## config.mk

```make
export PLATFORM = sky130hd
export DESIGN_NAME = double_ended_queue_with_delete_core_flat
export DESIGN_NICKNAME = d
export VERILOG_FILES = /design/src/hdl/deq_pkg.sv /design/src/hdl/deq_if.sv /design/src/hdl/deq_ram.sv /design/src/hdl/double_ended_queue_with_delete_core.sv /design/src/flat_wrapper.sv
export SDC_FILE = /design/constraint.sdc
export NUM_CORES = 2
export LEC_CHECK = 0
export BUFFER_PORTS_ARGS = -buffer_cell sky130_fd_sc_hd__clkbuf_2
export CORE_MARGIN = 2
export CORE_UTILIZATION = 64
export CTS_BUF_LIST = sky130_fd_sc_hd__clkbuf_2
export DETAILED_ROUTE_END_ITERATION = 12
export PLACE_DENSITY = 0.82
export RECOVER_POWER = 50
export SLEW_MARGIN = 20
export SYNTH_ARGS = -nofsm -noshare
export SYNTH_HDL_FRONTEND = slang
export SYNTH_SLANG_ARGS = --single-unit
```

## constraint.sdc

```tcl
create_clock -name clk -period 9.45 [get_ports clk]
set_input_delay 1.4175 -clock clk [delete_from_list [all_inputs] [get_ports clk]]
set_output_delay 1.4175 -clock clk [all_outputs]
set_load 0.05 [all_outputs]
```

## src/hdl/deq_pkg.sv

```systemverilog
// ----------------------------------------------------------------------------
// Deque package
// Shared types and constants of the double-ended queue core, its channel
// interfaces and its checker.
// ----------------------------------------------------------------------------
package deq_pkg;

  // Field widths of the channels.
  localparam int WORD_W  = 64;
  localparam int REQ_W   = 3;
  localparam int OCC_W   = 5;
  localparam int RUN_MAX = 16;
  localparam int CNT_W   = 5;

  // Request codes; codes 6 and 7 are unused and only answer with ok.
  typedef enum logic [REQ_W-1:0] {
    REQ_PUSH_TAIL = 3'd0,
    REQ_PUSH_HEAD = 3'd1,
    REQ_POP_HEAD  = 3'd2,
    REQ_DELETE    = 3'd3,
    REQ_CLEAR     = 3'd4,
    REQ_DRAIN     = 3'd5
  } req_t;

  // Result status codes.
  typedef enum logic [1:0] {
    ST_OK      = 2'd0,
    ST_EMPTY   = 2'd1,
    ST_FULL    = 2'd2,
    ST_MISSING = 2'd3
  } status_t;

  // Control sequencer states.
  typedef enum logic [2:0] {
    S_IDLE,
    S_POP_OUT,
    S_DEL_CMP,
    S_SHIFT,
    S_DRAIN_OUT,
    S_EMIT
  } state_t;

endpackage

```

## src/hdl/deq_if.sv

```systemverilog
// ----------------------------------------------------------------------------
// Deque channel interfaces
// Valid/ready channels for request items and result items.
// ----------------------------------------------------------------------------

// Request channel: one request type and one data word per item.
interface deq_in_if import deq_pkg::*; ();
  logic              valid;
  logic              ready;
  logic [REQ_W-1:0]  req_type;
  logic [WORD_W-1:0] data_word;

  modport source (output valid, req_type, data_word, input ready);
  modport sink   (input valid, req_type, data_word, output ready);
endinterface

// Result channel: word, status, run end flag and occupancy per item.
interface deq_out_if import deq_pkg::*; ();
  logic              valid;
  logic              ready;
  logic [WORD_W-1:0] out_word;
  logic [1:0]        status;
  logic              last;
  logic [OCC_W-1:0]  occupancy;

  modport source (output valid, out_word, status, last, occupancy, input ready);
  modport sink   (input valid, out_word, status, last, occupancy, output ready);
endinterface

```

## src/hdl/deq_ram.sv

```systemverilog
// ----------------------------------------------------------------------------
// Deque RAM
// Generic simple dual-port RAM: one write port, one read port with the read
// data registered.
// ----------------------------------------------------------------------------
module deq_ram #(
  parameter int WIDTH = 64,
  parameter int DEPTH = 16
) (
  input  logic                     clk,
  input  logic                     wr_en,
  input  logic [$clog2(DEPTH)-1:0] wr_addr,
  input  logic [WIDTH-1:0]         wr_data,
  input  logic                     rd_en,
  input  logic [$clog2(DEPTH)-1:0] rd_addr,
  output logic [WIDTH-1:0]         rd_data
);

  logic [WIDTH-1:0] mem [DEPTH];

  // Write port.
  always_ff @(posedge clk) begin
    if (wr_en) begin
      mem[wr_addr] <= wr_data;
    end
  end

  // Registered read port; the data holds until the next read.
  always_ff @(posedge clk) begin
    if (rd_en) begin
      rd_data <= mem[rd_addr];
    end
  end

endmodule

```

## src/hdl/double_ended_queue_with_delete_core.sv

```systemverilog
// ----------------------------------------------------------------------------
// Double-ended queue core with delete
// Circular deque of 64-bit words held in one RAM, with push at either end,
// pop at the head, delete by value, clear and drain.
// ----------------------------------------------------------------------------
// The core takes one request item at a time. Push, clear, rejected requests
// and unused codes are answered from the idle state; pop waits in a further
// state, since the word comes out of the RAM's registered read port. A delete
// compares one entry per cycle from the head and then moves each later entry
// one place toward the head, one per cycle. A drain emits up to 16 words, one
// per cycle after a first read while the result channel is free, as a run
// whose last item carries last = 1; every item of the run reports the
// occupancy left after the whole drain. A push to a full queue answers status
// full, a pop or drain of an empty queue answers status empty, and a delete
// that finds no match answers status not found. Result stalls simply hold
// the core in place.
module double_ended_queue_with_delete_core import deq_pkg::*; #(
  parameter int DEPTH = 16
) (
  input  logic    clk,
  input  logic    rst_n,
  deq_in_if.sink    in_chan,
  deq_out_if.source out_chan
);

  localparam int PW = $clog2(DEPTH);
  localparam int FW = $clog2(DEPTH + 1);
  localparam int WW = (FW > CNT_W) ? FW : CNT_W;

  // Control and pointer registers.
  state_t          state_r, state_nxt;
  logic [PW-1:0]   front_r, front_nxt;
  logic [PW-1:0]   back_r, back_nxt;
  logic [FW-1:0]   fill_r, fill_nxt;
  logic [PW-1:0]   pos_r, pos_nxt;
  logic [FW-1:0]   idx_r, idx_nxt;
  logic [CNT_W-1:0] cnt_r, cnt_nxt;
  logic [WORD_W-1:0] word_r, word_nxt;
  status_t         pend_r, pend_nxt;

  // Output register.
  logic              out_valid_r, out_valid_nxt;
  logic [WORD_W-1:0] out_word_r, out_word_nxt;
  status_t           out_status_r, out_status_nxt;
  logic              out_last_r, out_last_nxt;
  logic [OCC_W-1:0]  out_occ_r, out_occ_nxt;

  // RAM ports.
  logic              wr_en, rd_en;
  logic [PW-1:0]     wr_addr, rd_addr;
  logic [WORD_W-1:0] wr_data, rd_data;

  // Helpers.
  logic              out_free, in_fire, full, empty;
  logic              ld;
  logic [WORD_W-1:0] ld_word;
  status_t           ld_status;
  logic              ld_last;
  logic [WW-1:0]     fill_w;
  logic [CNT_W-1:0]  run_len;
  logic [FW:0]       idx_p1, idx_p2, fill_x;

  function automatic logic [PW-1:0] ptr_next(input logic [PW-1:0] p);
    return (p == PW'(DEPTH - 1)) ? '0 : p + 1'b1;
  endfunction

  function automatic logic [PW-1:0] ptr_prev(input logic [PW-1:0] p);
    return (p == '0) ? PW'(DEPTH - 1) : p - 1'b1;
  endfunction

  deq_ram #(
    .WIDTH (WORD_W),
    .DEPTH (DEPTH)
  ) u_ram (
    .clk     (clk),
    .wr_en   (wr_en),
    .wr_addr (wr_addr),
    .wr_data (wr_data),
    .rd_en   (rd_en),
    .rd_addr (rd_addr),
    .rd_data (rd_data)
  );

  // Handshake and status terms.
  assign out_free      = !out_valid_r || out_chan.ready;
  assign in_chan.ready = (state_r == S_IDLE) && out_free;
  assign in_fire       = in_chan.valid && in_chan.ready;
  assign full          = (fill_r == FW'(DEPTH));
  assign empty         = (fill_r == '0);
  assign fill_w        = WW'(fill_r);
  assign run_len       = (fill_w > WW'(RUN_MAX)) ? CNT_W'(RUN_MAX) : CNT_W'(fill_w);
  assign idx_p1        = {1'b0, idx_r} + 1'b1;
  assign idx_p2        = {1'b0, idx_r} + 2'd2;
  assign fill_x        = {1'b0, fill_r};

  assign out_chan.valid     = out_valid_r;
  assign out_chan.out_word  = out_word_r;
  assign out_chan.status    = out_status_r;
  assign out_chan.last      = out_last_r;
  assign out_chan.occupancy = out_occ_r;

  // Sequencer: next state, pointer updates, RAM accesses and result loads.
  always_comb begin
    state_nxt = state_r;
    front_nxt = front_r;
    back_nxt  = back_r;
    fill_nxt  = fill_r;
    pos_nxt   = pos_r;
    idx_nxt   = idx_r;
    cnt_nxt   = cnt_r;
    word_nxt  = word_r;
    pend_nxt  = pend_r;
    wr_en     = 1'b0;
    wr_addr   = back_r;
    wr_data   = in_chan.data_word;
    rd_en     = 1'b0;
    rd_addr   = front_r;
    ld        = 1'b0;
    ld_word   = '0;
    ld_status = ST_OK;
    ld_last   = 1'b1;

    case (state_r)
      S_IDLE: begin
        if (in_fire) begin
          case (in_chan.req_type)
            REQ_PUSH_TAIL: begin
              ld = 1'b1;
              if (full) begin
                ld_status = ST_FULL;
              end else begin
                wr_en    = 1'b1;
                wr_addr  = back_r;
                back_nxt = ptr_next(back_r);
                fill_nxt = fill_r + 1'b1;
              end
            end
            REQ_PUSH_HEAD: begin
              ld = 1'b1;
              if (full) begin
                ld_status = ST_FULL;
              end else begin
                wr_en     = 1'b1;
                wr_addr   = ptr_prev(front_r);
                front_nxt = ptr_prev(front_r);
                fill_nxt  = fill_r + 1'b1;
              end
            end
            REQ_POP_HEAD: begin
              if (empty) begin
                ld        = 1'b1;
                ld_status = ST_EMPTY;
              end else begin
                rd_en     = 1'b1;
                front_nxt = ptr_next(front_r);
                fill_nxt  = fill_r - 1'b1;
                state_nxt = S_POP_OUT;
              end
            end
            REQ_DELETE: begin
              if (empty) begin
                ld        = 1'b1;
                ld_status = ST_MISSING;
              end else begin
                rd_en     = 1'b1;
                pos_nxt   = front_r;
                idx_nxt   = '0;
                word_nxt  = in_chan.data_word;
                state_nxt = S_DEL_CMP;
              end
            end
            REQ_CLEAR: begin
              ld        = 1'b1;
              front_nxt = '0;
              back_nxt  = '0;
              fill_nxt  = '0;
            end
            REQ_DRAIN: begin
              if (empty) begin
                ld        = 1'b1;
                ld_status = ST_EMPTY;
                front_nxt = '0;
                back_nxt  = '0;
              end else begin
                rd_en     = 1'b1;
                cnt_nxt   = run_len;
                fill_nxt  = fill_r - FW'(run_len);
                state_nxt = S_DRAIN_OUT;
              end
            end
            default: begin
              ld = 1'b1;
            end
          endcase
        end
      end

      // The popped word sits in the RAM read register.
      S_POP_OUT: begin
        if (out_free) begin
          ld        = 1'b1;
          ld_word   = rd_data;
          state_nxt = S_IDLE;
        end
      end

      // Compare one held entry per cycle, walking from the head.
      S_DEL_CMP: begin
        if (rd_data == word_r) begin
          if (idx_p1 < fill_x) begin
            rd_en     = 1'b1;
            rd_addr   = ptr_next(pos_r);
            state_nxt = S_SHIFT;
          end else begin
            back_nxt  = ptr_prev(back_r);
            fill_nxt  = fill_r - 1'b1;
            pend_nxt  = ST_OK;
            state_nxt = S_EMIT;
          end
        end else if (idx_p1 == fill_x) begin
          pend_nxt  = ST_MISSING;
          state_nxt = S_EMIT;
        end else begin
          rd_en     = 1'b1;
          rd_addr   = ptr_next(pos_r);
          pos_nxt   = ptr_next(pos_r);
          idx_nxt   = idx_r + 1'b1;
        end
      end

      // Close the gap: write the entry read from the next slot, read ahead.
      S_SHIFT: begin
        wr_en   = 1'b1;
        wr_addr = pos_r;
        wr_data = rd_data;
        pos_nxt = ptr_next(pos_r);
        idx_nxt = idx_r + 1'b1;
        if (idx_p2 < fill_x) begin
          rd_en   = 1'b1;
          rd_addr = ptr_next(ptr_next(pos_r));
        end else begin
          back_nxt  = ptr_prev(back_r);
          fill_nxt  = fill_r - 1'b1;
          pend_nxt  = ST_OK;
          state_nxt = S_EMIT;
        end
      end

      // Emit one drained word per cycle while the output is free.
      S_DRAIN_OUT: begin
        if (out_free) begin
          ld      = 1'b1;
          ld_word = rd_data;
          ld_last = (cnt_r == CNT_W'(1));
          cnt_nxt = cnt_r - 1'b1;
          if (cnt_r == CNT_W'(1)) begin
            state_nxt = S_IDLE;
            if (fill_r == '0) begin
              front_nxt = '0;
              back_nxt  = '0;
            end else begin
              front_nxt = ptr_next(front_r);
            end
          end else begin
            rd_en     = 1'b1;
            rd_addr   = ptr_next(front_r);
            front_nxt = ptr_next(front_r);
          end
        end
      end

      // Single result of a delete.
      S_EMIT: begin
        if (out_free) begin
          ld        = 1'b1;
          ld_status = pend_r;
          state_nxt = S_IDLE;
        end
      end

      default: begin
        state_nxt = S_IDLE;
      end
    endcase
  end

  // Output register next values.
  always_comb begin
    out_valid_nxt  = out_valid_r && !out_chan.ready;
    out_word_nxt   = out_word_r;
    out_status_nxt = out_status_r;
    out_last_nxt   = out_last_r;
    out_occ_nxt    = out_occ_r;
    if (ld) begin
      out_valid_nxt  = 1'b1;
      out_word_nxt   = ld_word;
      out_status_nxt = ld_status;
      out_last_nxt   = ld_last;
      out_occ_nxt    = OCC_W'(fill_nxt);
    end
  end

  // Control registers.
  always_ff @(posedge clk) begin
    if (!rst_n) begin
      state_r     <= S_IDLE;
      front_r     <= '0;
      back_r      <= '0;
      fill_r      <= '0;
      out_valid_r <= 1'b0;
    end else begin
      state_r     <= state_nxt;
      front_r     <= front_nxt;
      back_r      <= back_nxt;
      fill_r      <= fill_nxt;
      out_valid_r <= out_valid_nxt;
    end
  end

  // Payload and walk registers.
  always_ff @(posedge clk) begin
    pos_r        <= pos_nxt;
    idx_r        <= idx_nxt;
    cnt_r        <= cnt_nxt;
    word_r       <= word_nxt;
    pend_r       <= pend_nxt;
    out_word_r   <= out_word_nxt;
    out_status_r <= out_status_nxt;
    out_last_r   <= out_last_nxt;
    out_occ_r    <= out_occ_nxt;
  end

endmodule

```

## src/flat_wrapper.sv

```systemverilog
// flat-port wrapper written by rule: the top's interface ports become plain ports
module double_ended_queue_with_delete_core_flat import deq_pkg::*;
#(
  parameter int DEPTH = 16
)
  (clk, rst_n, in_chan_valid, in_chan_req_type, in_chan_data_word, in_chan_ready, out_chan_valid, out_chan_out_word, out_chan_status, out_chan_last, out_chan_occupancy, out_chan_ready);
  deq_in_if in_chan_i ();
  deq_out_if out_chan_i ();
  input  logic clk;
  input  logic rst_n;
  input wire logic [$bits(in_chan_i.valid)-1:0] in_chan_valid;
  input wire logic [$bits(in_chan_i.req_type)-1:0] in_chan_req_type;
  input wire logic [$bits(in_chan_i.data_word)-1:0] in_chan_data_word;
  output wire logic [$bits(in_chan_i.ready)-1:0] in_chan_ready;
  output wire logic [$bits(out_chan_i.valid)-1:0] out_chan_valid;
  output wire logic [$bits(out_chan_i.out_word)-1:0] out_chan_out_word;
  output wire logic [$bits(out_chan_i.status)-1:0] out_chan_status;
  output wire logic [$bits(out_chan_i.last)-1:0] out_chan_last;
  output wire logic [$bits(out_chan_i.occupancy)-1:0] out_chan_occupancy;
  input wire logic [$bits(out_chan_i.ready)-1:0] out_chan_ready;
  assign in_chan_i.valid = in_chan_valid;
  assign in_chan_i.req_type = in_chan_req_type;
  assign in_chan_i.data_word = in_chan_data_word;
  assign in_chan_ready = in_chan_i.ready;
  assign out_chan_valid = out_chan_i.valid;
  assign out_chan_out_word = out_chan_i.out_word;
  assign out_chan_status = out_chan_i.status;
  assign out_chan_last = out_chan_i.last;
  assign out_chan_occupancy = out_chan_i.occupancy;
  assign out_chan_i.ready = out_chan_ready;
  double_ended_queue_with_delete_core #(.DEPTH(DEPTH)) u_core (.clk(clk), .rst_n(rst_n), .in_chan(in_chan_i), .out_chan(out_chan_i));
endmodule
```

Word level (Yosys, flattened, before mapping)
Memories as Yosys holds them, arrays and structs flattened. A register that Yosys moved wholly into a read port is not among the register bits.
Cells that the tools add are included.
{"block": "totals", "register_bits": 169, "ramBits": 1024, "in_bits": 71, "out_inout_bits": 74, "word_cells": 214, "mem_count": 1}
{"block": "classes", "add_sub_neg": 13, "n_lt_le_gt_ge": 3, "n_eq_ne": 41, "mux": 111, "bitwise_logic": 1, "reduce_logical": 30}
{"name": "u_core.u_ram.mem", "depth": 16, "word_bits": 64, "rd": 1, "rd_clocked_by_memory_dff": 1, "write_ports": 1, "line": "deq_ram.sv:19", "text": "logic [WIDTH-1:0] mem [DEPTH];"}
{"op": "4-bit 2-to-1 mux", "n": 35}
{"op": "5-bit 2-to-1 mux", "n": 17}
{"op": "64-bit == test", "n": 1}
{"op": "64-bit 2-to-1 mux", "n": 1}
{"op": "4-bit case mux with 3 select lines", "n": 3}
{"op": "3-bit 2-to-1 mux", "n": 11}
{"op": "4-bit case mux with 4 select lines", "n": 2}
{"op": "5-bit case mux with 3 select lines", "n": 2}
{"op": "1-bit 2-to-1 mux", "n": 20}
{"op": "5-bit case mux with 4 select lines", "n": 1}
{"op": "3-bit inequality test (second input constant)", "n": 6}
{"op": "4-bit by 1-bit adder with 4-bit output (second input constant)", "n": 4}
{"op": "4-bit == test (second input constant)", "n": 4}
{"op": "2-bit 2-to-1 mux", "n": 8}
{"op": "4-bit case mux with 2 select lines", "n": 2}
{"op": "3-bit case mux with 5 select lines", "n": 1}
{"op": "2-bit inequality test (second input constant)", "n": 7}
{"op": "3-bit by 2-bit == test with 1-bit output (second input constant)", "n": 4}
{"op": "3-bit == test (second input constant)", "n": 4}
{"op": "6-bit by 5-bit < comparator with 1-bit output", "n": 2}
{"op": "5-bit by 1-bit adder with 5-bit output (second input constant)", "n": 2}
{"op": "2-bit by 1-bit inequality test with 1-bit output (second input constant)", "n": 5}
{"op": "5-bit case mux with 2 select lines", "n": 1}
{"op": "10-bit AND reduction", "n": 1}
{"op": "other kinds (37)", "n": 55}

Longest topological paths before layout
{"block": "logic_depth", "word_depth": 8, "ltp_mapped": 17, "ltp_nobuf": 14}

Cells and area by module
A second synthesis with hierarchy kept.
{"block": "unflattened", "hier_cells": 2608, "hier_area_um2": 49711.4}
{"module": "deq_ram", "instances": 1, "cells_each": 1647, "area_each_um2": 40222.3, "seq_area_each_um2": 32671.3}
{"module": "double_ended_queue_with_delete_core", "instances": 1, "cells_each": 961, "area_each_um2": 9489.1, "seq_area_each_um2": 4874.7}

Worst setup path after synthesis
Ideal clock, no wire load.
{"block": "synth_timing", "path_kind": "in2reg", "start": "in in_chan_req_type[1]", "end": "reg u_core.out_last_r, in the netlist u_core.out_chan.last (enable)", "setup_ns": 0.615, "t_arrival_ns": 7.632, "path_slack_ns": 1.203, "path_stages": 6, "path_buffers": 1, "cell_sequence": "clkbuf_1 -> inv_1 -> and3_1 -> nor2_1 -> o21ai_0 -> a21boi_0"}
{"block": "synth_between", "elab_chain_len": 5, "elab_cells_between_ends": 7, "cone_classes": "eq/ne: 3; mux: 3; reduce/logical: 1"}
{"element": "start, declared", "line": "flat_wrapper.sv:12", "text": "input wire logic [$bits(in_chan_i.req_type)-1:0] in_chan_req_type;"}
{"element": "3-bit by 2-bit == test with 1-bit output or 3-bit == test (tied branches)", "line": "double_ended_queue_with_delete_core.sv:126", "text": "case (in_chan.req_type)"}
{"element": "3-bit OR reduction (no source line) (*)"}
{"element": "1-bit 2-to-1 mux (*)"}
{"element": "1-bit 2-to-1 mux (*)", "line": "double_ended_queue_with_delete_core.sv:125", "text": "if (in_fire) begin"}
{"element": "1-bit case mux with 2 select lines (*)", "line": "double_ended_queue_with_delete_core.sv:123", "text": "case (state_r)"}
{"element": "named net u_core.ld", "line": "double_ended_queue_with_delete_core.sv:55", "text": "logic ld;"}
{"element": "end signal, assigned", "line": "double_ended_queue_with_delete_core.sv:329", "text": "out_last_r <= out_last_nxt;"}
{"element": "end, declared", "line": "double_ended_queue_with_delete_core.sv:45", "text": "logic out_last_r, out_last_nxt;"}
Mark *: on every way through the listed nets, which the timed path passes. The rest lies on a longest branch.
A chain may end at the register's enable or synchronous reset.

Final worst setup path
{"block": "layout_timing", "start": "reg u_core.state_r[0]", "end": "reg u_core.idx_r[2] (enable)"}
{"block": "layout_between", "elab_chain_len": 5, "elab_cells_between_ends": 12, "cone_classes": "eq/ne: 7; reduce/logical: 5"}
{"element": "start, declared", "line": "double_ended_queue_with_delete_core.sv:31", "text": "state_t state_r, state_nxt;"}
{"element": "start signal, assigned", "line": "double_ended_queue_with_delete_core.sv:312", "text": "state_r <= state_nxt;"}
{"element": "3-bit logical NOT", "line": "double_ended_queue_with_delete_core.sv:86, double_ended_queue_with_delete_core.sv:123"}
{"element": "1-bit logical AND", "line": "double_ended_queue_with_delete_core.sv:86", "text": "assign in_chan.ready = (state_r == S_IDLE) && out_free;"}
{"element": "1-bit logical AND", "line": "double_ended_queue_with_delete_core.sv:87", "text": "assign in_fire = in_chan.valid && in_chan.ready;"}
{"element": "2-bit by 1-bit inequality test with 1-bit output (no source line)"}
{"element": "6-bit AND reduction (no source line) (*)"}
{"element": "end signal, assigned", "line": "double_ended_queue_with_delete_core.sv:323", "text": "idx_r <= idx_nxt;"}
{"element": "end, declared", "line": "double_ended_queue_with_delete_core.sv:36", "text": "logic [FW-1:0] idx_r, idx_nxt;"}
Mark *: on every way between the ends. The rest lies on a longest branch, timed or not.

==> results by stage <==
CTS:
- The H-tree was split into 5 levels.
- The maximum count of clock buffers along a single path is 4.
- The clock transition at the register clock pins on the worst setup and hold paths after CTS is 0.10 ns.
- The later pin in the worst-skew pair is clocked with a latency of 1.53 ns.
- The post-CTS setup buffer count is 0.
- The CTS tree is yes.
- Buffers inserted during clock tree synthesis total just over 300.
- Clock tree synthesis selected as its root buffer the cell clkbuf_2.
- The clock net sink count is 1256.

Timing:
- The number of failing hold endpoints at the final stage is 0.
- The hold slack is roughly 0.13 ns.
- The setup slack after layout is 2.27 ns.
- Of the available clock period, the critical path in the final layout requires 0.760.
- Setup violations remaining at the end of the flow were counted as 0.
- The worst path in the final design needs a cycle of 7.18 ns, including I/O delays and setup.
- Setup repair after global routing left no endpoint under its margin.
- For the final routed database, the setup TNS stands at 0 ns.
- The count of final max-slew check failures is 268.
- The actual slew at the worst max-slew pin is around 5.1 ns.
- The worst slew margin relative to its limit is -2.39.
- Between clock sinks in the finished design, the worst skew comes to 0.178 ns.
- Based on the critical path, the design can be clocked at up to 139 MHz.

GRT:
- Entering global routing, the biggest net connects 117 pins.
- The global-route wire length before repair is around 180000 um.
- In the global route stage, overall resource usage came out at 0.304.
- The number of antenna violations at the first check in global routing came to 5.
- For met2 alone, demand over resource in global routing was 0.494.
- For this run the aggregate overflow at the end of global routing stands at 0.
- The met1 capacity usage during global routing is 0.397.
- The number of global-route vias before repair was 29300.
- The met3 usage in global routing is 0.0754.
- The most heavily used metal layer in global routing is met2.

Cells and area:
- The final non-filler cell area is ~0.054 mm2.
- The multi-input gate area in the final layout is 0.0120 mm2.
- The area occupied by registers is 0.0375 mm2.
- Compared with the post-synthesis result, the final layout area differs by 8.81%.
- The filler cells instantiated in the layout total approximately 5000.
- Of the cells placed in the final design, the portion with a size suffix greater than 1 is 0.192.
- The net count of the finished layout is around 3400.

Yosys:
- After technology mapping, the gate count stands at 2935.
- The share of the Yosys chip area taken by registers is 0.750.
- For this run, asynchronously set or reset flops after synthesis account for 0.
- The number of warning messages in the yosys log is 0.
- Counting every net in the synthesized netlist gives 3032.
- The average cell area after synthesis is 17.1 um2.
- The post-synthesis cell type count is 75.
- The number of flops mapped to enable cells by yosys is 1239.
- The synthesized design contains 1256 register bits.
- Summing every instance area after synthesis gives 0.0501 mm2.
- The predominant post-synthesis flop cell is edfxtp_1.

Floorplanning:
- After floorplanning, the core was sized to cover slightly below 0.08 mm2.
- Row generation in the floorplan step produced 102 rows.
- For this configuration, the core starts out at a cell density of 0.647.
- The die is 284 um wide.
- The floorplan step set the die height to 284 um.
- For this design the top-level I/O count stands at 145.
- The floorplan die area is 0.0805 mm2.

Worst setup path:
- The biggest fanout along the worst timing path is 53.
- The cell repeated most along the worst path is clkbuf_1.
- The critical path in this run is classified as reg2reg.
- The largest single stage delay on the critical path is 3.40 ns.
- The signal on the critical path passes through nor2_1 > and3_1 > nand2_1 > nor3_1 > clkbuf_1 > clkbuf_1 > o21a_1.
- STA classifies the critical path endpoint as a flip-flop.
- The data arrival at the endpoint of the critical path is 8.19 ns.
- STA puts the critical path data required time at between 10 and 15 ns.
- The launching element type of the critical path is a flip-flop.
- For this design, the slowest cell found on the critical path is clkbuf_1.

Placement:
- The count of buffers from port buffering is 144.
- The placer congestion estimate is between 0.8 and 0.9.
- Detailed placement ended at an HPWL of approximately 67000 um.
- The instance area after placement is 0.0520 mm2.
- OpenSTA, run right after detailed placement, puts the worst setup slack at 2.96 ns.

Drt:
- The detailed router finished its first iteration with 3932 violations.
- In the routed layout, each cell is associated on average with a via count of 6.40.
- After detailed routing, the total wire length is approximately 120000 um.
- For this run, design rule violations remaining after detail routing come to 0.
- The detailed-routing iteration count for the pre-antenna-repair pass is 7.
- The per-cell routed wire length is 27.0 um.
- The post-route antenna net violation count is 0.
- The routed layout has 29000 vias.

Power:
- For this design the static power due to leakage is between 15 and 20 nW.
- The highest ir drop seen on vdd is 0.148 mV.
- Total power for the finished layout comes to 0.0115 W.
- The cell area power density is approximately 210 mW/mm2.

Outcome:
- The run finished, with violations left.
- The checks that failed: max-capacitance violations, max-slew violations.

Worst hold path:
- The worst hold-check path type is in2reg.

Run:
- The reported max-cap violation count is 5.
==> kinds of logic after synthesis <==
logic type | count (synthesis) | synth area share
AO/OA/AOI/OAI | 346 | 0.0454
AND/OR/NAND/NOR | 607 | 0.0629
flip-flops | 1256 | 0.750
other | 2 | 0.000150
XOR/XNOR | 77 | 0.0135
buffers and inverters | 168 | 0.0155
multiplexers | 453 | 0.107
adder cells (fa/ha/maj) | 26 | 0.00649
==> metal layers <==
metal	vias up	wire, um
met2	1958	60300
met4	4	4040
met5	-	27
met1	14300	44700
met3	282	13400
li1	12400	-
==> Yosys cell counts (8+ instances only) <==
library cell | n | share of area
nor2_1 | 60 | 0.0045
buf_2 | 82 | 0.0082
o21ai_0 | 27 | 0.0027
xnor2_1 | 72 | 0.013
nand4_1 | 19 | 0.0024
or4_1 | 64 | 0.0096
o22ai_1 | 201 | 0.025
nand2b_1 | 8 | 0.0010
a31oi_1 | 8 | 0.0010
dfxtp_1 | 17 | 0.0068
a21oi_1 | 35 | 0.0035
edfxtp_1 | 1239 | 0.74
nand2_1 | 240 | 0.018
nor3_1 | 12 | 0.0012
ha_1 | 26 | 0.0065
nor2b_1 | 74 | 0.0092
buf_4 | 9 | 0.0013
mux2i_1 | 388 | 0.078
nand3_1 | 13 | 0.0013
and2_1 | 81 | 0.010
and3_1 | 8 | 0.0010
mux4_2 | 64 | 0.029
clkbuf_1 | 45 | 0.0034
inv_1 | 22 | 0.0016
==> sequential cells by signal (all words and copies together), names as in the netlist <==
name and cells:
u_core.out_chan.occupancy 5, u_core.out_chan.status 2, u_core.fill_r 5, u_core.pos_r 4
u_core.out_chan.out_word 64, u_core.u_ram.mem 1024, u_core.word_r 64, u_core.out_chan.valid 1
u_core.idx_r 5, u_core.state_r 3, u_core.u_ram.rd_data 64, u_core.cnt_r 5
u_core.front_r 4, u_core.pend_r 1, u_core.out_chan.last 1, u_core.back_r 4
==> cells in the final DEF, fill, tap and decap left out, types with 26 or more instances in the layout <==
cell type  count
xnor2_1       71
mux2i_1      388
ha_1          26
edfxtp_1    1239
or4_1         64
mux4_2        64
o22ai_1      201
and2_1        33
clkinv_1      63
nor2_1        45
o21ai_0       27
clkbuf_2     516
nor2b_1       74
and2_0        47
clkbuf_1      63
a21oi_1       35
nand2_1      239
buf_4         28
==> worst max-delay path: cells and delay by family, from the launching register on <==
family                 cells  cell delay (ns)
AO/OA/AOI/OAI              1             0.75
buffers and inverters      2             4.09
flip-flops                 1             0.54
AND/OR/NAND/NOR            4             1.30
==> what timing repair did <==
| item | 4_1_cts | 5_1_grt |
|---|---|---|
| endpoints found under the hold margin | 8 | 0 |
| hold buffers | 8 | 0 |
| resized for setup | 0 | 0 |
==> stage by stage <==
stage | std cells | util
6_report | 4530 | 0.704
5_1_grt | 4530 | 0.704
4_1_cts | 4528 | 0.705
3_5_place_dp | 4014 | 0.671
3_3_place_gp | 4014 | 0.671
2_1_floorplan | 2935 | -
==> power by group <==
group	switching [W]	total, W	internal, W
Sequential	0.0000658	0.00638	0.00632
Combinational	0.00115	0.00178	0.000628
Clock	0.00204	0.00333	0.00129
Total	0.00326	0.0115	0.00823
==> final cells by class <==
cell class,instances,area share
clock inverters,77,0.00689
clock buffers,429,0.0394
multi-input cells,1511,0.220
flip-flops and latches,1256,0.689
well taps,1040,0.0239
inverters,25,0.00172
repair buffers,191,0.0196
diodes,1,0.0000459
==> worst paths after layout <==
check	from	endpoint	slack, ns	depth (start not counted)
max	u_core.state_r[0]	u_core.idx_r[2]	2.27	7
max reg2reg	u_core.state_r[0]	u_core.idx_r[2]	2.27	7
min	in_chan_data_word[55]	u_core.word_r[55]	0.13	1
min reg2reg	u_core.u_ram.rd_data[60]	u_core.out_chan.out_word[60]	0.57	1
Power figures use the tool's default switching activity.
